`config.mk`:
```
export PLATFORM = sky130hd
export DESIGN_NAME = qas_cfg
export DESIGN_NICKNAME = d
export VERILOG_FILES = /design/src/rtl/qas_pkg.sv /design/src/rtl/qas_cfg.sv
export SDC_FILE = /design/constraint.sdc
export NUM_CORES = 1
export LEC_CHECK = 0
export CORE_ASPECT_RATIO = 1.4
export CORE_MARGIN = 2
export CORE_UTILIZATION = 45
export CTS_BUF_LIST = sky130_fd_sc_hd__clkbuf_16
export DETAILED_ROUTE_END_ITERATION = 10
export DONT_BUFFER_PORTS = 1
export GPL_TIMING_DRIVEN = 0
export PLACE_DENSITY = 0.59
export SLEW_MARGIN = 30
export SYNTH_ARGS = -nofsm -noshare
export SYNTH_HDL_FRONTEND = slang
export SYNTH_SLANG_ARGS = --single-unit
```
`constraint.sdc`:
```
create_clock -name i_clk -period 1.4 [get_ports i_clk]
set_clock_uncertainty 0.1 [all_clocks]
set_input_delay 0.07 -clock i_clk [delete_from_list [all_inputs] [get_ports i_clk]]
set_output_delay 0.07 -clock i_clk [all_outputs]
set_load 0.05 [all_outputs]
```
`src/rtl/qas_pkg.sv`:
```
// shared types and constants of the quick advection stencil block
package qas_pkg;

    localparam int VAL_W     = 32;
    localparam int DIM_W     = 10;
    localparam int CRD_W     = 11;
    localparam int DIFF_W    = 37;
    localparam int SPLIT_W   = 18;
    localparam int OPD_W     = DIFF_W - SPLIT_W;
    localparam int PROD_W    = VAL_W + OPD_W;
    localparam int ACC_W     = 70;
    localparam int RND_SHIFT = 27;
    localparam int INC_W     = ACC_W - RND_SHIFT;
    localparam int SUM_W     = INC_W + 1;
    localparam int MAC_STEPS = 4;
    localparam int APB_AW    = 4;

    localparam logic [ACC_W-1:0] ROUND_BIAS = ACC_W'(1) << (RND_SHIFT - 1);

    localparam logic [VAL_W-1:0] SAT_MAX = 32'h7fff_ffff;
    localparam logic [VAL_W-1:0] SAT_MIN = 32'h8000_0000;

    localparam logic [1:0] OP_LOAD   = 2'd0;
    localparam logic [1:0] OP_UPDATE = 2'd1;
    localparam logic [1:0] OP_SWAP   = 2'd2;
    localparam logic [1:0] OP_READ   = 2'd3;

    localparam logic [1:0] REG_COLS   = 2'd0;
    localparam logic [1:0] REG_ROWS   = 2'd1;
    localparam logic [1:0] REG_COEF_X = 2'd2;
    localparam logic [1:0] REG_COEF_Y = 2'd3;

    localparam logic [DIM_W-1:0] COLS_RESET   = 10'd512;
    localparam logic [DIM_W-1:0] ROWS_RESET   = 10'd512;
    localparam logic [VAL_W-1:0] COEF_RESET   = 32'd8388608;
    localparam logic [DIM_W-1:0] DIM_MIN      = 10'd3;

    typedef struct packed {
        logic [1:0]              operation;
        logic [8:0]              row;
        logic [8:0]              col;
        logic signed [VAL_W-1:0] cell_value;
    } t_cmd;

    typedef struct packed {
        logic signed [VAL_W-1:0] result_value;
        logic                    saturated;
        logic                    index_error;
    } t_result;

    typedef struct packed {
        logic [DIM_W-1:0]        cols;
        logic [DIM_W-1:0]        rows;
        logic signed [VAL_W-1:0] coef_x;
        logic signed [VAL_W-1:0] coef_y;
    } t_cfg;

endpackage

```
`src/rtl/qas_cfg.sv`:
```
// apb register file: grid size and advection coefficients
module qas_cfg (
    input  logic                       i_clk,
    input  logic                       i_rst_n,
    input  logic                       psel,
    input  logic                       penable,
    input  logic                       pwrite,
    input  logic [qas_pkg::APB_AW-1:0] paddr,
    input  logic [31:0]                pwdata,
    output logic [31:0]                prdata,
    output logic                       pready,
    output qas_pkg::t_cfg              o_cfg
);

    logic [qas_pkg::DIM_W-1:0] r_cols;
    logic [qas_pkg::DIM_W-1:0] r_rows;
    logic [qas_pkg::VAL_W-1:0] r_coef_x;
    logic [qas_pkg::VAL_W-1:0] r_coef_y;
    logic [1:0]                w_idx;
    logic                      w_wr;

    assign w_idx  = paddr[qas_pkg::APB_AW-1:2];
    assign w_wr   = psel && penable && pwrite;
    assign pready = 1'b1;

    always_ff @(posedge i_clk) begin
        if (!i_rst_n) begin
            r_cols   <= qas_pkg::COLS_RESET;
            r_rows   <= qas_pkg::ROWS_RESET;
            r_coef_x <= qas_pkg::COEF_RESET;
            r_coef_y <= qas_pkg::COEF_RESET;
        end else if (w_wr) begin
            case (w_idx)
                qas_pkg::REG_COLS:   r_cols   <= pwdata[qas_pkg::DIM_W-1:0];
                qas_pkg::REG_ROWS:   r_rows   <= pwdata[qas_pkg::DIM_W-1:0];
                qas_pkg::REG_COEF_X: r_coef_x <= pwdata;
                qas_pkg::REG_COEF_Y: r_coef_y <= pwdata;
                default: ;
            endcase
        end
    end

    always_comb begin
        case (w_idx)
            qas_pkg::REG_COLS:   prdata = 32'(r_cols);
            qas_pkg::REG_ROWS:   prdata = 32'(r_rows);
            qas_pkg::REG_COEF_X: prdata = r_coef_x;
            qas_pkg::REG_COEF_Y: prdata = r_coef_y;
            default:             prdata = '0;
        endcase
    end

    assign o_cfg.cols   = r_cols;
    assign o_cfg.rows   = r_rows;
    assign o_cfg.coef_x = r_coef_x;
    assign o_cfg.coef_y = r_coef_y;

endmodule

```
# [After elaboration in Yosys (flattened, before gate mapping)]
# Index checks and enable logic that the tools add are counted.
[totals] register_bits=84 output_inout_bits=117 input_bits=41
[classes] eq_ne=3 reduce_logical=7 mux=1
[op_table] op="$pmux W32 S4" count=1
[op_table] op="$reduce_and A2 Y1" count=4
[op_table] op="$eq A2 B2 Y1 const B" count=2
[op_table] op="$eq A2 B1 Y1 const B" count=1
[op_table] op="$logic_and A1 B1 Y1" count=2
[op_table] op="$logic_not A2 Y1" count=1

# [Longest topological paths before layout]
[depth] depth_word=3 depth_mapped=5

# [Worst setup path before layout]
# OpenSTA, ideal clock, no wires.
[synth_path] path_type="register to output" startpoint="register r_coef_y[23] (netlist bit)" endpoint="output prdata[23]" path_stages_with_launch=3 path_slack_ps=-258 arrival_ps=1488 n_path_buf=0 cell_sequence="dfxtp_1 -> mux2i_1 -> nor2b_1"
[synth_via] elab_chain_cells=1
[synth_lines] item="start: declaration" line="qas_cfg.sv:18" text="logic [qas_pkg::VAL_W-1:0] r_coef_y;"
[synth_lines] item="start signal: assignment" line="qas_cfg.sv:31" text="r_coef_y <= qas_pkg::COEF_RESET;"
[synth_lines] item="start signal: assignment" line="qas_cfg.sv:37" text="qas_pkg::REG_COEF_Y: r_coef_y <= pwdata;"
[synth_lines] item="$pmux W32 S4" line="qas_cfg.sv:44" text="case (w_idx)"
[synth_lines] item="end: declaration" line="qas_cfg.sv:10" text="output logic [31:0] prdata,"
# Every way passes these cells.

# [Final worst setup path]
[layout_path] startpoint="register r_coef_y[5] (netlist bit)" endpoint="output prdata[5]"
# The elaborated chain is that of the path after synthesis.

==> results.sh <==
export IMPL_status="finished, violations left"
export IMPL_violations="setup timing"
export IMPL_met2_wirelength_um=5910
export IMPL_crit_fanout=3
export IMPL_min_period_over_period_pct=112
export IMPL_cts_sink_count=84
export IMPL_multi_input_area_sq_mm=0.00236
export IMPL_drc=0
export IMPL_die_x_um=81.7
export IMPL_dp_slack_ps=-251
export IMPL_gp_congestion=0.756
export IMPL_drive_gt1_share_pct=41.0
export IMPL_rows=39
export IMPL_syn_avg_cell_area_sq_um=10.1
export IMPL_avgRoutedWirePerCell_um=20.7
export IMPL_power_switching_mw=1.32
export IMPL_final_seq_area_sq_mm=0.00200
export IMPL_vias_per_cell=5.51
export IMPL_path_buf_inv=0
export IMPL_final_cell_mix="nand2_1, mux2i_1, dfxtp_4, dlygate4sd3_1, nor2b_4"
export IMPL_highest_layer="met4"
export IMPL_htreeDepth=3
export IMPL_cp_arrival_ps=1390
export IMPL_cts_buffers=9
export IMPL_cp_start_kind="flip-flop"
export IMPL_intPower_mw=3.85
export IMPL_core_area_sq_mm=0.00820
export IMPL_crit_chain="mux4_2"
export IMPL_fill_cells=663
export IMPL_hpwl_um=7240
export IMPL_root_buffer="clkbuf_16"
export IMPL_num_nets_final=460
export IMPL_port_buffers=0
export IMPL_tightestPinTransition_ps=638
export IMPL_dp_cells=478
export IMPL_die_area_sq_mm=0.00921
export IMPL_num_vias=2886
export IMPL_die_h_um=113
export IMPL_met1Wirelength_um=3990
export IMPL_routed_wl_um=10900
export IMPL_synth_cell_type_count=15
export IMPL_tritoncts="done"
export IMPL_p_sw_share_pct=25.6
export IMPL_diodes=0
export IMPL_ir_drop_mv=0.695
export IMPL_setup_tns_ps=-1580
export IMPL_stdcell_count=524
export IMPL_grt_first_pass_wirelength_um=16700
export IMPL_setup_viol=10
export IMPL_r2r_end="r_coef_y[12]"
export IMPL_syn2layout_area_growth_pct=38.8
export IMPL_critPathTopFamily="multiplexers"
export IMPL_holdWs_ps=42.6
export IMPL_grt_max_degree=13
export IMPL_endpoint_kind="output pin"
export IMPL_clock_path_buffers=2
export IMPL_start_util_pct=46.4
export IMPL_ys_ff_latch=84
export IMPL_min_from="penable"
export IMPL_rr_worst_depth=2
export IMPL_r2r_slack_ps=450
export IMPL_timing_final_ws_setup_ps=-163
export IMPL_drv_slew=0
export IMPL_antenna_left=0
export IMPL_min_path_cells=3
export IMPL_initialDrtViolationCount=73
export IMPL_grt_total_usage_pct=24.4
export IMPL_seq_area_frac_synth_pct=44.3
export IMPL_cts_reportedPaths_clkPinSlew_ps=60
export IMPL_combPwrFrac_pct=9.8
export IMPL_ios=158
export IMPL_clock_power_share_pct=43.1
export IMPL_antenna_found_initial=0
export IMPL_synth_fp_nets=417
export IMPL_p_leak_nw=2.05
export IMPL_grt_remaining_overflow=0
export IMPL_mostFrequentLayoutCell="nand2_1"
export IMPL_clkLatencyLatePin_ps=330
export IMPL_cp_slowest_cell="mux4_2"
export IMPL_max_freq_mhz=640
export IMPL_rsz0062_at_grt="true"
export IMPL_holdPathEnd="r_coef_y[0]"
export IMPL_reg2reg_from="r_coef_y[12]"
export IMPL_drt_first_pass_iters=4
export IMPL_powerDensity_mw_per_mm2=980
export IMPL_syn_cell_area_sq_mm=0.00380
export IMPL_hold_violations=0
export IMPL_fin_crit_ps=1560
export IMPL_slowest_delay_ps=660
export IMPL_seqPwrFrac_pct=47.0
export IMPL_postCtsSetupRepairBufs=0
export IMPL_path_class="flip-flop to output pin"
export IMPL_met3_length_um=810
export IMPL_max_cap_viol_count=0
export IMPL_slew_limit_headroom_pct=57.5
export IMPL_hold_class="input port to flip-flop"
export IMPL_required_ps=1230
export IMPL_syn_inst=376
export IMPL_grt_pass1_vias=3086
export IMPL_synth_warnings=0
==> logic make-up after synthesis <==
family / synth area share [%]
buffers and inverters: 5.04
flip-flops: 44.3
multiplexers: 33.8
other: 0.0987
AND/OR/NAND/NOR: 16.8
==> metal layers <==
| metal | GRT usage, % | vias to the layer above |
|---|---|---|
| met2 | 45.2 | 123 |
| li1 | - | 1365 |
| met4 | 9.56 | 0 |
| met3 | 5.82 | 12 |
| met1 | 25.9 | 1386 |
| met5 | 0 | - |
==> power by group through the flow <==
stage / registers (mW) / logic (mW) / clock network [mW]
2_1_floorplan: 2.60 / 0.312 / 0
3_3_place_gp: 2.61 / 0.390 / 0
3_5_place_dp: 2.61 / 0.395 / 0
4_1_cts: 2.43 / 0.501 / 2.26
5_1_grt: 2.43 / 0.543 / 2.37
6_report: 2.43 / 0.509 / 2.23
==> state kept, by name, summed over array words and instances, names as in the netlist <==
name / cells
r_coef_y: 32
r_coef_x: 32
r_cols: 10
r_rows: 10
==> final cells by class <==
class	count	share of cell area [%]
multi-input combinational	261	44.7
sequential	84	37.9
buffer	31	3.77
clock buffer	9	4.27
tap	102	2.42
clock inverter	5	0.901
timing repair buffer	32	6.07
==> how the worst max path moves through the flow <==
stage | start | endpoint | cells past startpoint
3_5_place_dp | paddr[3] | prdata[31] | 4
5_1_grt | r_coef_y[4] | prdata[4] | 1
3_3_place_gp | paddr[3] | prdata[18] | 4
2_1_floorplan | r_coef_y[23] | prdata[23] | 2
4_1_cts | r_coef_y[4] | prdata[4] | 1
6_report | r_coef_y[5] | prdata[5] | 1
==> Yosys cell counts <==
library cell  instances  share of area, %
buf_4                 8               1.6
nor2b_1              28               4.6
nor3b_1               1              0.20
nand3_2               1              0.26
clkbuf_1             12               1.2
nand3b_1              1              0.20
nand2_1             111                11
buf_6                 5               1.5
buf_2                 6              0.79
mux2i_1             106                28
conb_1                1             0.099
mux4_2               10               5.9
dfxtp_1              84                44
and3_4                1              0.30
and3b_1               1              0.23
==> per-stage QoR <==
| step | power (mW) | utilization, % | area, sq um |
|---|---|---|---|
| after global placement | 3.00 | 49.9 | 4090 |
| after floorplan | 2.91 | - | 3970 |
| final | 5.17 | 64.3 | 5280 |
| after detailed placement | 3.01 | 49.9 | 4090 |
| after global routing | 5.35 | 64.3 | 5280 |
| after CTS | 5.19 | 63.4 | 5200 |
==> timing repair <==
item,CTS,global route
hold endpoints to repair,84,0
cloned,0,0
resized for setup,206,10
pin swaps,0,0
setup endpoints to repair,32,30
hold buffers,32,0
Power figures use the tool's default switching activity.
