**src/rtl/qas_pkg.sv**
```systemverilog
// shared types and constants of the quick advection stencil block
package qas_pkg;

    localparam int VAL_W     = 32;
    localparam int DIM_W     = 10;
    localparam int CRD_W     = 11;
    localparam int DIFF_W    = 37;
    localparam int SPLIT_W   = 18;
    localparam int OPD_W     = DIFF_W - SPLIT_W;
    localparam int PROD_W    = VAL_W + OPD_W;
    localparam int ACC_W     = 70;
    localparam int RND_SHIFT = 27;
    localparam int INC_W     = ACC_W - RND_SHIFT;
    localparam int SUM_W     = INC_W + 1;
    localparam int MAC_STEPS = 4;
    localparam int APB_AW    = 4;

    localparam logic [ACC_W-1:0] ROUND_BIAS = ACC_W'(1) << (RND_SHIFT - 1);

    localparam logic [VAL_W-1:0] SAT_MAX = 32'h7fff_ffff;
    localparam logic [VAL_W-1:0] SAT_MIN = 32'h8000_0000;

    localparam logic [1:0] OP_LOAD   = 2'd0;
    localparam logic [1:0] OP_UPDATE = 2'd1;
    localparam logic [1:0] OP_SWAP   = 2'd2;
    localparam logic [1:0] OP_READ   = 2'd3;

    localparam logic [1:0] REG_COLS   = 2'd0;
    localparam logic [1:0] REG_ROWS   = 2'd1;
    localparam logic [1:0] REG_COEF_X = 2'd2;
    localparam logic [1:0] REG_COEF_Y = 2'd3;

    localparam logic [DIM_W-1:0] COLS_RESET   = 10'd512;
    localparam logic [DIM_W-1:0] ROWS_RESET   = 10'd512;
    localparam logic [VAL_W-1:0] COEF_RESET   = 32'd8388608;
    localparam logic [DIM_W-1:0] DIM_MIN      = 10'd3;

    typedef struct packed {
        logic [1:0]              operation;
        logic [8:0]              row;
        logic [8:0]              col;
        logic signed [VAL_W-1:0] cell_value;
    } t_cmd;

    typedef struct packed {
        logic signed [VAL_W-1:0] result_value;
        logic                    saturated;
        logic                    index_error;
    } t_result;

    typedef struct packed {
        logic [DIM_W-1:0]        cols;
        logic [DIM_W-1:0]        rows;
        logic signed [VAL_W-1:0] coef_x;
        logic signed [VAL_W-1:0] coef_y;
    } t_cfg;

endpackage

```
**src/rtl/qas_mac.sv**
```systemverilog
// multi-cycle multiply-accumulate: (kx*dx + ky*dy + half) >>> 27
module qas_mac (
    input  logic                               i_clk,
    input  logic                               i_rst_n,
    input  logic                               i_start,
    input  logic signed [qas_pkg::DIFF_W-1:0]  i_dx,
    input  logic signed [qas_pkg::DIFF_W-1:0]  i_dy,
    input  logic signed [qas_pkg::VAL_W-1:0]   i_kx,
    input  logic signed [qas_pkg::VAL_W-1:0]   i_ky,
    output logic                               o_done,
    output logic signed [qas_pkg::INC_W-1:0]   o_inc
);

    logic                               r_busy;
    logic [2:0]                         r_step;
    logic signed [qas_pkg::PROD_W-1:0]  r_prod;
    logic                               r_prod_vld;
    logic                               r_prod_hi;
    logic signed [qas_pkg::ACC_W-1:0]   r_acc;
    logic                               r_done;
    logic signed [qas_pkg::VAL_W-1:0]   w_k;
    logic signed [qas_pkg::OPD_W-1:0]   w_op;
    logic signed [qas_pkg::ACC_W-1:0]   w_ext;
    logic signed [qas_pkg::ACC_W-1:0]   w_addend;

    // low halves are unsigned, high halves carry the sign
    always_comb begin
        case (r_step)
            3'd0: begin
                w_k  = i_kx;
                w_op = {1'b0, i_dx[qas_pkg::SPLIT_W-1:0]};
            end
            3'd1: begin
                w_k  = i_kx;
                w_op = i_dx[qas_pkg::DIFF_W-1:qas_pkg::SPLIT_W];
            end
            3'd2: begin
                w_k  = i_ky;
                w_op = {1'b0, i_dy[qas_pkg::SPLIT_W-1:0]};
            end
            3'd3: begin
                w_k  = i_ky;
                w_op = i_dy[qas_pkg::DIFF_W-1:qas_pkg::SPLIT_W];
            end
            default: begin
                w_k  = '0;
                w_op = '0;
            end
        endcase
    end

    assign w_ext    = qas_pkg::ACC_W'(r_prod);
    assign w_addend = r_prod_hi ? (w_ext <<< qas_pkg::SPLIT_W) : w_ext;

    always_ff @(posedge i_clk) begin
        if (!i_rst_n) begin
            r_busy     <= 1'b0;
            r_step     <= '0;
            r_prod_vld <= 1'b0;
            r_done     <= 1'b0;
        end else begin
            r_done <= 1'b0;
            if (i_start) begin
                r_busy     <= 1'b1;
                r_step     <= '0;
                r_prod_vld <= 1'b0;
            end else if (r_busy) begin
                r_prod_vld <= (r_step < 3'(qas_pkg::MAC_STEPS));
                r_step     <= r_step + 3'd1;
                if (r_step == 3'(qas_pkg::MAC_STEPS)) begin
                    r_busy <= 1'b0;
                    r_done <= 1'b1;
                end
            end
        end
    end

    always_ff @(posedge i_clk) begin
        if (i_start) begin
            r_acc <= qas_pkg::ROUND_BIAS;
        end else if (r_busy) begin
            r_prod    <= w_k * w_op;
            r_prod_hi <= r_step[0];
            if (r_prod_vld) begin
                r_acc <= r_acc + w_addend;
            end
        end
    end

    assign o_done = r_done;
    assign o_inc  = r_acc[qas_pkg::ACC_W-1:qas_pkg::RND_SHIFT];

endmodule

```
**config.mk**
```make
export PLATFORM = sky130hd
export DESIGN_NAME = qas_mac
export DESIGN_NICKNAME = d
export VERILOG_FILES = /design/src/rtl/qas_pkg.sv /design/src/rtl/qas_mac.sv
export SDC_FILE = /design/constraint.sdc
export NUM_CORES = 2
export LEC_CHECK = 0
export BUFFER_PORTS_ARGS = -buffer_cell sky130_fd_sc_hd__buf_2
export CORE_MARGIN = 5
export CORE_UTILIZATION = 50
export CTS_BUF_LIST = sky130_fd_sc_hd__clkbuf_8 sky130_fd_sc_hd__clkbuf_16
export CTS_CLUSTER_DIAMETER = 200
export CTS_CLUSTER_SIZE = 10
export DETAILED_ROUTE_END_ITERATION = 8
export PLACE_DENSITY_LB_ADDON = 0.2
export SYNTH_ARGS = -nofsm -noshare
export SYNTH_HDL_FRONTEND = slang
export SYNTH_SLANG_ARGS = --single-unit
```
**constraint.sdc**
```tcl
create_clock -name i_clk -period 9.6 [get_ports i_clk]
set_input_delay 1.44 -clock i_clk [delete_from_list [all_inputs] [get_ports i_clk]]
set_output_delay 1.44 -clock i_clk [all_outputs]
set_load 0.03 [all_outputs]
```
# Word-level counts from Yosys, hierarchy flattened

Cells that the tools add are included.
W data, S select, Z words.

Word-level logic and storage cells: 32
Output and inout port bits: 44
Input port bits: 141
Bits in registers: 128

Muxes and demuxes: 7
Equality and inequality tests: 4
Reductions and logical operators: 7
$mul: 1
$add $sub $neg: 2
Bitwise operators: 3
Magnitude comparators: 1

Operator list:

| kind                  | number |
|---|---|
| $pmux W19 S4          | 1 |
| $add A70 B69 Y70      | 1 |
| $mux W68              | 1 |
| $pmux W32 S2          | 1 |
| $mul A32 B19 Y51      | 1 |
| $eq A3 B2 Y1 const B  | 2 |
| $reduce_or A2 Y1      | 3 |
| $mux W1               | 4 |
| $reduce_and A2 Y1     | 2 |
| $add A3 B1 Y3 const B | 1 |
| $eq A3 B1 Y1 const B  | 1 |
| $eq A3 B3 Y1 const B  | 1 |
| $logic_not A3 Y1      | 1 |
| $lt A3 B3 Y1 const B  | 1 |
| $not A1 Y1            | 3 |
| $reduce_or A3 Y1      | 1 |

# Logic depth before layout (Yosys ltp)

Depth after elaboration: 4
Depth in mapped cells: 35
Mapped depth without buffers: 31

# Least setup slack after synthesis

No wires, ideal clock.

Path kind: input port to flip-flop
Start: input i_dy[19] in the netlist's numbering
End: register r_prod[50] in the netlist's numbering (data pin)
Required time: 9.335 ns
Library setup time: 0.265 ns
Stages on the path: 27
Slack: 0.737 ns
Path buffers: 1
Arrival time: 8.598 ns
Path through: a22o_1 -> a221oi_1 -> clkbuf_1 -> nor2_1 -> fa_1 -> fa_1 -> inv_1 -> fa_1 -> inv_1 -> fa_1 -> fa_1 -> fa_1 -> inv_1 -> fa_1 -> inv_1 -> ha_1 -> nand2_1 -> o21ai_0 -> a2111oi_0 -> o21ai_1 -> a31oi_1 -> o21ai_1 -> a21o_1 -> o21ai_2 -> o21ai_2 -> a221oi_1 -> xnor2_1

Cells in the longest elaborated chain, start to end: 2

RTL lines:

| element              | RTL line      | text |
|---|---|---|
| start, declared      | qas_mac.sv:7  | `input logic signed [qas_pkg::DIFF_W-1:0] i_dy,` |
| $pmux W19 S4         | qas_mac.sv:28 | `case (r_step)` |
| $mul A32 B19 Y51     | qas_mac.sv:82 | `r_prod <= w_k * w_op;` |
| end signal, assigned | qas_mac.sv:82 |  |
| end, declared        | qas_mac.sv:16 | `logic signed [qas_pkg::PROD_W-1:0] r_prod;` |

Every way passes these cells.
A chain may end at the register's enable or synchronous reset.

# Final worst setup path

Start: register r_step[2]
End: register r_prod[49] in the netlist's numbering (data pin)

Cells in the longest elaborated chain, start to end: 4
Elaborated cells between the ends (all ways): 9
Classes of those cells: mul: 1; eq/ne: 3; mux: 2; reduce/logical: 3

RTL lines:

| element                              | RTL line      | text |
|---|---|---|
| start, declared                      | qas_mac.sv:15 | `logic [2:0] r_step;` |
| start signal, assigned               | qas_mac.sv:69 | `r_step <= r_step + 3'd1;` |
| $eq A3 B2 Y1 (tied with other cells) | qas_mac.sv:28 |  |
| $reduce_or A2 Y1 (no line)           | n/a           |  |
| $pmux W32 S2                         | qas_mac.sv:28 |  |
| $mul A32 B19 Y51 *                   | qas_mac.sv:82 |  |

Every way passes the cells marked *; elsewhere a longest branch is shown, timed or not.

==> impl_summary.txt <==
----------------------------------------------------
[Logic synthesis]
  Synth Net Count ... 4455
  Most repeated cell in the gate-level netlist after synthesis ... inv_1
  Count of flip-flops with a built-in enable after synthesis ... 52
  Gate Count Post-Synth ... 3510
  Synthesized area divided by synthesized cell count ... 8.68 sq um
  Most frequently used flop master after synthesis ... dfxtp_1
  Yosys top cell by area ... fa_1
  Post-synth ARST share ... 0%
  Sequential cell area fraction in the yosys report ... 10.1%
  Cell types with the highest counts after synthesis ... 614 x inv_1, 591 x fa_1, 549 x nand2_1, 332 x nor2_1, 213 x ha_1
  Post-synth design cell area ... 30500 sq um
  FF+latch count, synth ... 128
  Fraction of synthesized cell area taken by the top area cell type ... 38.8%
  Top cells by area, synth ... fa_1 39%, ha_1 8.7%, inv_1 7.6%
  Post-synth cell types ... 82
  Yosys warning total ... 0

[Hold path]
  Worst Hold Endpoint ... r_acc[23]
  Startpoint of the lowest-slack hold path ... r_acc[23]
  Hold WC Path Type ... reg2reg
  WHS Path Cells ... 2

[Critical path]
  Count of buffering cells on the critical path with inverters included ... 4
  Startpoint of the lowest-slack register-to-register path ... r_step[2]
  Delay of the slowest cell on the worst path ... 880 ps
  WP data required ... 9780 ps
  Endpoint type of the worst setup path ... flip-flop
  Worst setup SP type ... flip-flop
  Top delay family on crit path ... adder cells
  CP Class ... reg2reg
  Minimum setup slack among reg-to-reg paths ... 570 ps
  Crit path arrival time ... 9200 ps
  Critical-path maximum fanout ... 64
  R2R depth ... 27
  Worst flop-to-flop path endpoint ... r_prod[49]
  Most common cell on crit path ... fa_1
  Max stage delay cell, worst path ... a22oi_1

[Floorplan]
  Starting Density ... 50.5%
  Die width ... 257 um
  Number of rows created at floorplan ... 90
  Placeable Area ... 60400 sq um
  IO Count ... 185
  Overall die area ... 66000 sq um
  Die height ... 257 um

[Timing]
  Setup repair after global routing missed its margin ... no
  Final number of hold-violating endpoints ... 0
  Post-layout minimum cycle time ... 9030 ps
  Maximum clock skew at final layout ... 22.1 ps
  Final sum of negative setup slack ... 0 ps
  Upper clock frequency limit ... 0.111 GHz
  Final Cycle Share ... 94.0%
  Final Max Slew Viols ... 0
  Transition time at the pin with the least slew margin ... 1180 ps
  Tightest slew margin relative to the limit ... 21.3%
  Final-report setup violation count ... 0
  Post-layout worst setup margin ... 575 ps

[Drt]
  Total number of vias ... 25328
  Final antenna-violating net count ... 0
  DR pass1 iterations ... 5
  Via-to-Cell Ratio ... 5.71
  Remaining DRCs ... 0
  Total wirelength of the detailed-routed design ... 96500 um
  Detailed-route wire length per cell ... 21.8 um
  Detailed router's first-iteration violation count ... 2214

[Clock network]
  # resized after CTS ... 0
  Maximum buffer depth of the clock tree ... 2
  Number of CTS-inserted buffers ... 17
  # Post-CTS Setup Buffers ... 0
  Quantity of hold-fixing buffers added after cts ... 0
  TritonCTS clock tree ... yes
  CTS root buffer ... clkbuf_16
  Clk Latency, worst-skew pair ... 440 ps
  Clock slew at reported path FFs ... 60 ps
  CTS H-tree depth ... 4
  Total clock sinks ... 128

[GRT]
  Via count of the first global-routing pass ... 25575
  Maximum number of pins on one net before global-route repair ... 66
  Global-route total usage across every layer ... 29.1%
  Grt total ovfl ... 0
  Antenna violations before repair ... 4
  Wire length of the first global-routing pass ... 149000 um

[Cells and area]
  Fraction of layout cells with a size suffix above 1 ... 11.5%
  Area taken by flip-flops and latches ... 3080 sq um
  Fill cell instance count of the final layout ... 5634
  Area growth, synth to finish ... 8.64%
  Final standard cell area without fillers ... 33100 sq um
  Area occupied by multi-input gates ... 24200 sq um
  Post-layout nets ... 4584

[Placement]
  Minimum setup slack after placement ... 384 ps
  Port Buffer Count ... 184
  Dpl hpwl ... 82300 um
  Post-place instance area ... 32500 sq um
  Final weighted congestion of routability-driven global placement ... 1.00

[Job]
  # Max-Cap Violations ... 0

[Run status]
  Run status ... finished, final reports clean

----------------------------------------------------
## through the flow
| step | hold WS, ps | instances | utilization (%) |
|---|---|---|---|
| finish | 459 | 4437 | 54.9 |
| global route | 472 | 4434 | 54.8 |
| CTS | 458 | 4434 | 54.8 |
| detailed placement | 451 | 4402 | 53.9 |
| global placement | 447 | 4402 | 53.9 |
| floorplan | 436 | 3510 | - |
## flip-flops by register name, summed over array words and instances (netlist names)
| register | cells |
|---|---|
| r_acc | 70 |
| r_step | 3 |
| r_prod | 51 |
| r_prod_vld | 1 |
| o_done | 1 |
| r_prod_hi | 1 |
| r_busy | 1 |
## layout by cell type (no fill, tap or decap), types with 19 or more instances in the layout
master	Yosys	final
nand3_1	24	24
a22oi_1	33	31
mux2_2	33	33
buf_4	44	124
nor2b_1	36	32
o21bai_1	23	23
dfxtp_1	76	76
a22o_1	56	56
a221o_1	19	19
edfxtp_1	52	52
xnor2_1	82	82
nor2_1	332	332
nand2_1	549	549
inv_1	614	616
fa_1	591	591
a21o_1	50	50
nor3_1	23	23
a21oi_1	177	177
o21a_1	23	23
xor2_1	33	33
buf_2	13	184
ha_1	213	212
nand4_1	23	23
o21ai_0	62	62
## routing by layer
metal	vias to the layer above	GRT usage [%]	routed length (um)	part of all wire [%]
li1	11317	-	-	-
met3	187	6.12	9630	10
met2	1206	46.0	43700	45
met4	2	8.17	3180	3.3
met1	12616	41.0	40000	41
met5	-	0	13	0.013
## layout make-up
class                   count  share of cell area, %
well taps                 782                   2.96
clock buffers              18                   1.33
clock inverters            14                  0.355
flip-flops and latches    128                   9.31
inverters                 615                   6.97
diodes                      3                 0.0227
repair buffers            313                   5.90
multi-input cells        2564                   73.2
## worst max-delay path by stage
stage | cells past startpoint | slack (ps) | from | endpoint
detailed placement | 28 | 380 | i_dy[20] | r_prod[50]
finish | 27 | 570 | r_step[2] | r_prod[49]
floorplan | 27 | 740 | i_dy[19] | r_prod[50]
global placement | 28 | 520 | i_dy[23] | r_prod[50]
CTS | 30 | 430 | r_step[0] | r_prod[50]
global route | 30 | 100 | r_step[0] | r_prod[50]
## kinds of logic (layout without fill, tap and decap cells)
kind of cell / Yosys count / in the layout / share of synthesized area [%]
AO/OA/AOI/OAI: 556 / 556 / 12.4
XOR/XNOR: 115 / 115 / 3.30
adder cells (fa/ha/maj): 804 / 804 / 47.6
buffers and inverters: 818 / 960 / 10.9
flip-flops: 128 / 128 / 10.1
multiplexers: 34 / 34 / 1.25
other: 0 / 3 / 0
AND/OR/NAND/NOR: 1055 / 1055 / 14.5
## worst register-to-register path: stages, from the launching register on
cell,delay [ps]
dfxtp_1,580
inv_1,90
ha_2,300
or2_2,360
buf_12,180
a22oi_1,960
nor2_1,160
fa_1,510
fa_1,570
inv_1,50
fa_1,490
inv_1,60
fa_1,500
fa_1,510
fa_1,680
ha_1,300
ha_1,370
a21o_1,190
a21o_1,180
a21oi_1,210
o22ai_1,90
a21oi_1,300
a21oi_1,200
nor2_1,200
o311ai_0,160
a21oi_1,280
o21ai_0,160
xor2_1,150
Power is left out: the tool's default activity adds up to more than one toggle a clock period on the data nets, which glitch-free logic cannot reach.
